`src/rtl/bgd_pkg.sv`:
```
// ----------------------------------------------------------------------------
// Button gesture detector package
// Shared widths, register indexes and state and result types.
// ----------------------------------------------------------------------------
package bgd_pkg;

    localparam int AGE_W       = 16;
    localparam int CFG_INDEX_W = 8;
    localparam int CFG_DATA_W  = 16;

    localparam logic [AGE_W-1:0] AGE_MAX = {AGE_W{1'b1}};

    localparam logic [CFG_INDEX_W-1:0] REG_DOUBLE_CLICK_TICKS = CFG_INDEX_W'(0);
    localparam logic [CFG_INDEX_W-1:0] REG_HOLD_TICKS         = CFG_INDEX_W'(1);

    localparam logic [AGE_W-1:0] DOUBLE_CLICK_TICKS_RESET = AGE_W'(300);
    localparam logic [AGE_W-1:0] HOLD_TICKS_RESET         = AGE_W'(1000);

    typedef struct packed {
        logic [AGE_W-1:0] double_click_ticks;
        logic [AGE_W-1:0] hold_ticks;
    } bgd_cfg_t;

    typedef struct packed {
        logic             prev_level;
        logic             click_open;
        logic [AGE_W-1:0] click_age;
        logic             press_open;
        logic [AGE_W-1:0] press_age;
        logic             hold_reported;
    } bgd_state_t;

    typedef struct packed {
        logic changed;
        logic single_click;
        logic double_click;
        logic hold;
        logic is_pressed;
    } bgd_result_t;

    function automatic logic [AGE_W-1:0] sat_inc(input logic [AGE_W-1:0] v);
        return (v == AGE_MAX) ? v : v + AGE_W'(1);
    endfunction

endpackage

```
`src/rtl/bgd_cfg_regs.sv`:
```
// ----------------------------------------------------------------------------
// Button gesture detector configuration registers
// Holds the double-click and hold thresholds written over the config port.
// ----------------------------------------------------------------------------
module bgd_cfg_regs
(
    input  logic                           clk,
    input  logic                           rst_n,
    input  logic                           cfg_valid,
    output logic                           cfg_ready,
    input  logic [bgd_pkg::CFG_INDEX_W-1:0] cfg_index,
    input  logic [bgd_pkg::CFG_DATA_W-1:0]  cfg_data,
    output bgd_pkg::bgd_cfg_t              cfg
);
    import bgd_pkg::*;

    bgd_cfg_t cfg_reg;
    bgd_cfg_t cfg_next;

    assign cfg_ready = 1'b1;
    assign cfg       = cfg_reg;

    always_comb
    begin
        cfg_next = cfg_reg;
        if (cfg_valid)
        begin
            unique case (cfg_index)
                REG_DOUBLE_CLICK_TICKS: cfg_next.double_click_ticks = cfg_data;
                REG_HOLD_TICKS:         cfg_next.hold_ticks         = cfg_data;
                default:                cfg_next = cfg_reg;
            endcase
        end
    end

    always_ff @(posedge clk or negedge rst_n)
    begin
        if (!rst_n)
        begin
            cfg_reg.double_click_ticks <= DOUBLE_CLICK_TICKS_RESET;
            cfg_reg.hold_ticks         <= HOLD_TICKS_RESET;
        end
        else
        begin
            cfg_reg <= cfg_next;
        end
    end

endmodule

```
`src/rtl/bgd_step.sv`:
```
// ----------------------------------------------------------------------------
// Button gesture detector step logic
// Computes the next gesture state and the pulses for one level sample.
// ----------------------------------------------------------------------------
module bgd_step
(
    input  logic                level,
    input  bgd_pkg::bgd_cfg_t   cfg,
    input  bgd_pkg::bgd_state_t state,
    output bgd_pkg::bgd_state_t state_next,
    output bgd_pkg::bgd_result_t result
);
    import bgd_pkg::*;

    logic             changed;
    logic             single_click;
    logic             double_click;
    logic             hold;
    logic [AGE_W-1:0] click_age_inc;

    always_comb
    begin
        state_next    = state;
        changed       = level != state.prev_level;
        single_click  = 1'b0;
        double_click  = 1'b0;
        hold          = 1'b0;
        click_age_inc = sat_inc(state.click_age);

        // The open window ages first and may expire.
        if (state.click_open)
        begin
            state_next.click_age = click_age_inc;
            if (click_age_inc > cfg.double_click_ticks)
            begin
                state_next.click_open = 1'b0;
                single_click          = 1'b1;
            end
        end
        if (state.press_open)
        begin
            state_next.press_age = sat_inc(state.press_age);
        end

        if (!level)
        begin
            if (changed)
            begin
                if (state_next.click_open)
                begin
                    double_click          = 1'b1;
                    state_next.click_open = 1'b0;
                end
                else
                begin
                    state_next.click_open = 1'b1;
                    state_next.click_age  = '0;
                end
                state_next.press_open = 1'b1;
                state_next.press_age  = '0;
            end
        end
        else
        begin
            state_next.press_open = 1'b0;
        end

        // A long press reports once and cancels the pending click.
        if (state_next.press_open && (state_next.press_age > cfg.hold_ticks))
        begin
            hold                     = !state.hold_reported;
            state_next.hold_reported = 1'b1;
            state_next.click_open    = 1'b0;
        end
        else
        begin
            state_next.hold_reported = 1'b0;
        end

        state_next.prev_level = level;

        result.changed      = changed;
        result.single_click = single_click;
        result.double_click = double_click;
        result.hold         = hold;
        result.is_pressed   = !level;
    end

endmodule

```
`src/rtl/button_gesture_detector_core.sv`:
```
// ----------------------------------------------------------------------------
// Button gesture detector core
// Turns one sampled button level per word into change, click, double-click
// and hold pulses plus the current pressed level.
//
// The input channel takes one level word per cycle while input ready is high (0 pressed, 1 released).
// Each input word yields exactly one output word on the output channel.
// A word is held in an input register, runs through the gesture logic and
// lands in the result register, from which it is presented. Throughput is
// one word per cycle while the receiver does not stall, set by the single
// registered pass through the gesture update.
// When the receiver stalls, the result register holds its word and the input
// register fills; input ready drops only once both are occupied.
// The configuration channel is always ready: index 0 writes the double-click
// limit and index 1 the hold limit, both in ticks; other indexes are ignored.
// Write it only while no word is in flight.
// Reset restores the limits to 300 and 1000 ticks, marks the button released,
// closes any click window or press, and empties both registers.
// ----------------------------------------------------------------------------
module button_gesture_detector_core
(
    input  logic                            clk,
    input  logic                            rst_n,
    input  logic                            in_valid,
    output logic                            in_ready,
    input  logic                            level,
    output logic                            out_valid,
    input  logic                            out_ready,
    output logic                            changed,
    output logic                            single_click,
    output logic                            double_click,
    output logic                            hold,
    output logic                            is_pressed,
    input  logic                            cfg_valid,
    output logic                            cfg_ready,
    input  logic [bgd_pkg::CFG_INDEX_W-1:0] cfg_index,
    input  logic [bgd_pkg::CFG_DATA_W-1:0]  cfg_data
);
    import bgd_pkg::*;

    bgd_cfg_t    cfg;
    bgd_state_t  state_reg;
    bgd_state_t  state_next;
    bgd_result_t step_result;
    bgd_result_t result_reg;

    logic in_valid_reg;
    logic level_reg;
    logic out_valid_reg;
    logic result_load;

    bgd_cfg_regs u_cfg_regs
    (
        .clk       (clk),
        .rst_n     (rst_n),
        .cfg_valid (cfg_valid),
        .cfg_ready (cfg_ready),
        .cfg_index (cfg_index),
        .cfg_data  (cfg_data),
        .cfg       (cfg)
    );

    bgd_step u_step
    (
        .level      (level_reg),
        .cfg        (cfg),
        .state      (state_reg),
        .state_next (state_next),
        .result     (step_result)
    );

    assign result_load = in_valid_reg && (!out_valid_reg || out_ready);
    assign in_ready    = !in_valid_reg || result_load;

    always_ff @(posedge clk or negedge rst_n)
    begin
        if (!rst_n)
        begin
            in_valid_reg            <= 1'b0;
            out_valid_reg           <= 1'b0;
            state_reg.prev_level    <= 1'b1;
            state_reg.click_open    <= 1'b0;
            state_reg.click_age     <= '0;
            state_reg.press_open    <= 1'b0;
            state_reg.press_age     <= '0;
            state_reg.hold_reported <= 1'b0;
        end
        else
        begin
            if (in_ready)
            begin
                in_valid_reg <= in_valid;
            end
            if (result_load)
            begin
                out_valid_reg <= 1'b1;
                state_reg     <= state_next;
            end
            else if (out_ready)
            begin
                out_valid_reg <= 1'b0;
            end
        end
    end

    always_ff @(posedge clk)
    begin
        if (in_ready && in_valid)
        begin
            level_reg <= level;
        end
        if (result_load)
        begin
            result_reg <= step_result;
        end
    end

    assign out_valid    = out_valid_reg;
    assign changed      = result_reg.changed;
    assign single_click = result_reg.single_click;
    assign double_click = result_reg.double_click;
    assign hold         = result_reg.hold;
    assign is_pressed   = result_reg.is_pressed;

endmodule

```
`config.mk`:
```
export PLATFORM = sky130hd
export DESIGN_NAME = button_gesture_detector_core
export DESIGN_NICKNAME = d
export VERILOG_FILES = /design/src/rtl/bgd_pkg.sv /design/src/rtl/bgd_cfg_regs.sv /design/src/rtl/bgd_step.sv /design/src/rtl/button_gesture_detector_core.sv
export SDC_FILE = /design/constraint.sdc
export NUM_CORES = 1
export LEC_CHECK = 0
export BUFFER_PORTS_ARGS = -buffer_cell sky130_fd_sc_hd__buf_4
export CORE_MARGIN = 5
export CORE_UTILIZATION = 40
export DETAILED_ROUTE_END_ITERATION = 6
export GPL_TIMING_DRIVEN = 1
export PLACE_DENSITY_LB_ADDON = 0.15
export SYNTH_ARGS = -nofsm -noshare
export SYNTH_HDL_FRONTEND = slang
export SYNTH_SLANG_ARGS = --single-unit
```
`constraint.sdc`:
```
create_clock -name clk -period 9.1 [get_ports clk]
set_input_delay 1.365 -clock clk [delete_from_list [all_inputs] [get_ports clk]]
set_output_delay 1.365 -clock clk [all_outputs]
set_load 0.01 [all_outputs]
```
Yosys cells after proc, flatten, opt, wreduce, memory -nomap -nowiden. Index checks and enable logic that the tools add are counted.

Flip-flop bits (word level): 76. Bits of input ports: 30. Output and inout port bits: 8. Word-level logic and storage cells: 56.

Add/subtract/negate cells: 2. $lt $le $gt $ge: 2. Eq/ne operators: 4. Mux-type cells: 17. Bitwise operators: 1. Reductions and logical operators: 14.

Operators by type and width (number): $mux W16 (5); $mux W17 (2); $mux W34 (1); $add A16 B1 Y16 const B (2); $eq A16 B16 Y1 const B (2); $gt A16 B16 Y1 (2); $mux W1 (9); $eq A8 B1 Y1 const B (1); $logic_not A8 Y1 (1); $logic_not A1 Y1 (4); $reduce_and A2 Y1 (2); $logic_and A1 B1 Y1 (3); $logic_or A1 B1 Y1 (2); $reduce_bool A2 Y1 (1); $reduce_or A2 Y1 (1); $ne A1 B1 Y1 (1); $not A1 Y1 (1).

Logic depth before layout (Yosys ltp). Gate-level depths: netlist of the first run.

Word-level depth: 11. Mapped depth: 16. Depth with buffers taken out: 15.

Cells and area by module. From an unflattened synthesis of the first run, not the netlist that was laid out.

Cell total of the unflattened synthesis: 487. Area total of the unflattened synthesis: 5215.0 µm².

By module, submodules not included: bgd_step (instances 1, cells an instance 323, area each 2177.1 µm², seq. area each 0.0 µm²); button_gesture_detector_core (instances 1, cells an instance 90, area each 1735.4 µm², seq. area each 1132.3 µm²); bgd_cfg_regs (instances 1, cells an instance 74, area each 1302.5 µm², seq. area each 813.3 µm²).

Least setup slack after synthesis of the first run. No wires, ideal clock.

Path type: reg2reg. Start point: register state_reg[26] (netlist bit). End point: register state_reg[23] (netlist bit). Setup time: 87 ps. Arrival time: 3680 ps. Data required time: 9013 ps. Slack: 5333 ps. Stages on the path, launching flop included: 17. Buffers on the path: 2. Period minus slack after synthesis: 3767 ps. Cell sequence: dfrtp_1 -> clkbuf_1 -> nand4_1 -> nor2_1 -> nand2_1 -> o21ai_1 -> nor2_1 -> xor2_1 -> ha_1 -> a21oi_1 -> nor3_1 -> or4_4 -> a211o_1 -> a311oi_4 -> buf_6 -> nand2_1 -> a22oi_1.

Cells in the longest elaborated chain, start to end: 8. Elaborated cells between the ends (all ways): 9. Those cells by class: add/sub: 1; order compare: 1; eq/ne: 1; mux: 6.

Ends and longest elaborated chain: from (decl) (line button_gesture_detector_core.sv:42) `bgd_state_t state_reg;`; from (signal assigned) (line button_gesture_detector_core.sv:97) `state_reg <= state_next;`; $add A16 B1 Y16 / $eq A16 B16 Y1 (equally long branches) (line bgd_pkg.sv:42) `return (v == AGE_MAX) ? v : v + AGE_W'(1);`; $mux W16 (*) (line bgd_pkg.sv:42); $gt A16 B16 Y1 (line bgd_step.sv:34) `if (click_age_inc > cfg.double_click_ticks)`; $mux W1 (line bgd_step.sv:34); $mux W17 (*) (line bgd_step.sv:31) `if (state.click_open)`; $mux W16 (line bgd_step.sv:49) `if (state_next.click_open)`; $mux W34 (line bgd_step.sv:47) `if (changed)`; $mux W17 (*) (line bgd_step.sv:45) `if (!level)`.

Every way passes the cells marked *; elsewhere a longest branch is shown, timed or not. A chain may end at the register's enable or synchronous reset.

Worst setup path after layout of the first run.
Start point: register state_reg[18] (netlist bit). End point: register state_reg[23] (netlist bit).

The elaborated chain is that of the path after synthesis.

==> reports/qor.txt, run 1 <==
Async SR Flop Fraction - 0.921
Critical Path, Cell by Cell - ha_1, nand3_1, nor2_1, nand3_1, nand3_1, o21a_1, ha_1, a21oi_1, o21ai_1, or4_4, a211o_1, a311oi_4, o21ai_0, a22oi_1
final-report hold violation count - 0
Netlist Area Pre-Place - 0.00469 mm²
hold path start - state_reg[0]
fin nets - 621
slowest CP cell - a311oi_4
R2R Path End - state_reg[23]
most frequent CP cell - nand3_1
post-synthesis compound-gate area fraction - 0.174
IO Port Bufs - 36
Max stage delay on crit path - 0.74 ns
RePlAce Congestion - 0.850
dpl hpwl - 8120 µm
RR Startpoint - state_reg[18]
Row Count - 39
unrepaired setup endpoints after global routing - false
drt first-iter violations - 211
core outline area - 0.0115 mm²
DRC viols - 0
largest family of logic cells by synthesized area - simple AND/OR/NAND/NOR gates
area added between synthesis and finish - 15.0%
crit path max fanout - 17
most frequent cells in the layout - 69 x nand2_1, 59 x dfrtp_1, 44 x inv_1
DR vias - 3813
CTS buffer count - 9
Adder-Cell Fraction of Synth Area - 0.0934
drt first pass iters - 4
xor-xnor portion of the synthesized cell area - 0.0373
global-route wire length before repair - 18700 µm
Routed Antenna Nets - 0
outcome - complete, no violations
Least-Margin Pin Slew - 0.901 ns
pin count of the biggest net entering global routing - 71
maximum vdd drop - 0.000119 V
startpoint types - flop
Setup-failing EPs final - 0
post-route setup TNS - 0 ns
vias in the first global route - 3687
post-CTS resize count - 0
Max Cap Viol - 0
Cell Pwr Density - 190 mW/mm²
Post-CTS Setup Bufs - 0
period utilisation layout - 0.500
max-slew violation count - 0
CTS root buf - clkbuf_16
Critical Path RT - 9.35 ns
Hold WC Path Type - flop to flop
Area contributors post-synth - dfrtp_1 31%, ha_1 9.3%, dfstp_2 6.2%
Reg2Reg Depth - 14
Syn. warnings - 0
die area - 0.0140 mm²
Die X - 118 µm
wire length per cell - 15.7 µm
CTS Buffer Depth - 2
number of synthesized flops with an enable pin - 6
worst skew pair latency - 0.34 ns
Routed WL - 11000 µm
leading area contributor after synthesis - dfrtp_1
Die Ht - 118 µm
cell depth of the worst hold path - 2
FMAX - 220 MHz
Synth top area share - 0.315
ys flop type - dfrtp_1
DR vias/cell - 5.42
Fin Hold WS - 0.474 ns
syn avg cell area - 8.97 µm²
number of flip-flops under the largest register name - 36
Reg clk slew, reported paths - 0.06 ns
#FFs+latches synth - 76
H-tree levels - 3
Pleak - 2.46 nW
r2r setup slk - 4.55 ns
max_slew headroom - 0.399
gr usage total - 0.164
simple-gate share of the synthesized area - 0.181
number of antenna violations at the first check in global routing - 0
crit path kind - flop to flop
Post-Synthesis Cells - 523
worst path arrival time - 4.81 ns
mux cell area share after synthesis - 0.0480
Hold EP - state_reg[0]
Distinct cells, synth - 55
Ant. Diodes - 0
CTS tree - yes
commonest non-fill, non-tap cell in the layout - nand2_1
clock sinks - 76
Starting Density - 0.409
post-synthesis sequential area ratio - 0.415
crit end category - flop
syn_nets - 588
Ports - 38
hold_buf cts - 0
GR Overflow Total - 0
clk_skew - 0.00421 ns
layout cells sized above 1 - 0.159
crit path time final - 4.55 ns
## worst max-delay path: cells and delay by family, from the launching register on
family                   cells  cell delay (ns)
AND/OR/NAND/NOR              5             1.62
flip-flops                   1             0.47
adder cells (fa/ha/maj)      2             0.49
AO/OA/AOI/OAI                7             1.87
## how the worst max path moves through the flow
stage	start	endpoint	slack [ns]
4_1_cts	state_reg[18]	state_reg[23]	4.51
3_3_place_gp	state_reg[18]	state_reg[23]	4.71
3_5_place_dp	state_reg[18]	state_reg[23]	4.54
6_report	state_reg[18]	state_reg[23]	4.55
5_1_grt	state_reg[18]	state_reg[23]	4.08
2_1_floorplan	state_reg[26]	state_reg[23]	5.33
## final cells by class
class	count	area [µm²]
multi-input combinational	387	2510
inverter	44	165
clock buffer	10	239
timing repair buffer	38	285
clock inverter	6	68.8
sequential	76	1950
fill	1101	6070
tap	143	179
## layer usage
metal  part of all wire  vias up  global-route usage
li1                   -     1914                   -
met1               0.50     1808               0.241
met2               0.43       78               0.239
met3              0.044       13              0.0306
met4              0.020        0              0.0616
met5                  0        -                   0
## kinds of logic (layout without fill, tap and decap cells)
family	Yosys count	in the layout
flops	76	76
fa+ha+maj	35	35
xor+xnor	20	20
other cells	1	1
mux	20	20
buf+inv	60	98
simple gates	183	183
compound gates	128	128
## cell usage after synthesis, drive strengths merged (4+ instances only)
cell	n
nand2	69
dfrtp	59
inv	44
o21ai	43
nor2	41
ha	35
a21oi	34
nand3	23
mux2	20
clkbuf	14
xnor2	14
dfstp	11
a22o	10
nand4	10
and3	8
a21o	7
nor3	7
edfxtp	6
xor2	6
o31ai	5
nand2b	4
o21a	4
## power by group
group | internal [mW] | switching, mW
sequential | 0.381 | 0.0415
clock | 0.223 | 0.150
combinational | 0.0982 | 0.129
total | 0.702 | 0.321
## per-stage QoR
step                setup slack (ns)  cells  power (mW)   util  area [µm²]
floorplan                       5.33    523       0.585      -        4690
global placement                4.71    688       0.653  0.444        5090
detailed placement              4.54    688       0.657  0.444        5090
CTS                             4.51    704        1.04  0.470        5390
global route                    4.08    704        1.09  0.470        5390
finish                          4.55    704        1.02  0.470        5390
Power figures use the tool's default switching activity.
==> inputs of run 2 (changes only) <==
- clock period: 9.1 -> 4.3 ns (I/O delays scaled with it)
==> run 2 against run 1 <==
  * Utilization increased by 0.83 points
  * Maximum frequency increased by 13%
  * Sequential share of layout area decreased by 0.62 points
  * Sequential cell count unchanged
  * Critical path depth increased by 1
  * Die area unchanged
  * First-iteration DRC count decreased by 14%
  * Clock power increased by 120%
  * Largest power group unchanged
  * Final cell count increased by 1.4%
  * Routed wire length increased by 3.8%
==> reports/qor.txt, run 2 (synthesized netlist as in run 1, its figures left out) <==
wire length per cell - 16.1 µm
Fin Hold WS - 0.417 ns
Starting Density - 0.409
startpoint types - flop
unrepaired setup endpoints after global routing - false
FMAX - 249 MHz
crit path time final - 4.02 ns
post-place setup slack - 0.262 ns
die area - 0.0140 mm²
Ant. Diodes - 0
vias in the first global route - 3798
drt first-iter violations - 181
area of the multi-input gates - 0.00252 mm²
gr usage total - 0.167
post-CTS resize count - 0
DR vias/cell - 5.49
CTS Buffer Depth - 2
crit path max fanout - 11
core outline area - 0.0115 mm²
max_slew headroom - 0.396
crit end category - flop
Max Cap Viol - 0
pin count of the biggest net entering global routing - 71
Routed Antenna Nets - 0
number of antenna violations at the first check in global routing - 0
fin nets - 631
period utilisation layout - 0.935
Reg clk slew, reported paths - 0.06 ns
Die X - 118 µm
clock sinks - 76
Critical Path RT - 4.56 ns
H-tree levels - 3
Post-CTS Setup Bufs - 0
placed inst area - 0.00516 mm²
layout cells sized above 1 - 0.175
commonest non-fill, non-tap cell in the layout - nand2_1
outcome - complete, no violations
worst path arrival time - 4.29 ns
Row Count - 39
GR Overflow Total - 0
FILL cells - 1123
RePlAce Congestion - 0.885
Ports - 38
CTS tree - yes
worst skew pair latency - 0.34 ns
Least-Margin Pin Slew - 0.907 ns
final-report hold violation count - 0
register area - 0.00195 mm²
dpl hpwl - 8450 µm
number of flip-flops under the largest register name - 36
Power Total - 2.22 mW
post-route setup TNS - 0 ns
Hold WC Path Type - input pin to asynchronous set/reset pin
Die Ht - 118 µm
DRC viols - 0
CTS root buf - clkbuf_16
area added between synthesis and finish - 17.0%
post-route setup slack - 0.278 ns
DR vias - 3920
max-slew violation count - 0
CTS buffer count - 9
drt first pass iters - 4
clk_skew - 0.00535 ns
IO Port Bufs - 36
hold_buf cts - 0
most frequent cells in the layout - 69 x nand2_1, 59 x dfrtp_1, 48 x buf_4
Routed WL - 11500 µm
maximum vdd drop - 0.000193 V
Pleak - 2.51 nW
global-route wire length before repair - 18900 µm
Setup-failing EPs final - 0
Design Area, Final - 0.00549 mm²
Cell Pwr Density - 404 mW/mm²
crit path kind - flop to flop
[run 2: cell types whose count changed in the layout (fill, tap and decap cells not counted), moves of 2 or more]
cell / previous run / this run
buf_4: 38 / 48
clkinvlp_4: 0 / 2
inv_4: 2 / 0
nor2_1: 40 / 38
nor2_2: 1 / 3
[run 2: where the power goes]
group | total, mW | internal (mW) | switching, mW
combinational | 0.504 | 0.219 | 0.284
clock | 0.815 | 0.503 | 0.312
sequential | 0.897 | 0.807 | 0.0894
total | 2.22 | 1.53 | 0.686
[run 2: final timing paths]
path,from,to,slack (ns),cells past startpoint
worst max-delay path,state_reg[18],state_reg[22],0.28,15
worst min-delay path,rst_n,state_reg[24],0.42,1
worst max register to register,state_reg[18],state_reg[22],0.28,15
worst min register to register,state_reg[0],state_reg[0],0.48,2
max in group asynchronous,rst_n,state_reg[15],3.29,1
min in group clk,state_reg[0],state_reg[0],0.48,2
[run 2: per-layer routing]
layer,track usage,share of wire,vias up
li1,-,-,1941
met2,0.254,0.45,84
met1,0.233,0.48,1879
met3,0.0377,0.048,16
met5,0,0,-
met4,0.0588,0.018,0
[run 2: area by class of cell]
cell class	instances	share of cell area
Clock inverter	4	0.00980
Clock buffer	12	0.0488
Sequential cell	76	0.354
Tap cell	143	0.0326
Multi-Input combinational cell	387	0.459
Inverter	44	0.0301
Timing Repair Buffer	48	0.0656
[run 2: metrics by stage]
stage | utilization | instances
final | 0.479 | 714
after global routing | 0.479 | 714
after CTS | 0.478 | 714
after detailed placement | 0.450 | 698
after global placement | 0.450 | 698
after floorplan | - | 523
[run 2: worst max-delay path, cell delays in order, from the launching register on]
cell      delay (ns)
dfrtp_1         0.45
ha_1            0.25
nand3_1         0.23
nor2_2          0.27
nand2_1         0.15
nor3_1          0.16
nor2_1          0.09
ha_1            0.29
nand4_1         0.16
nor3_1          0.08
or4_4           0.49
a211o_1         0.36
a311oi_4        0.44
buf_4           0.27
a21oi_1         0.08
o22ai_1         0.16
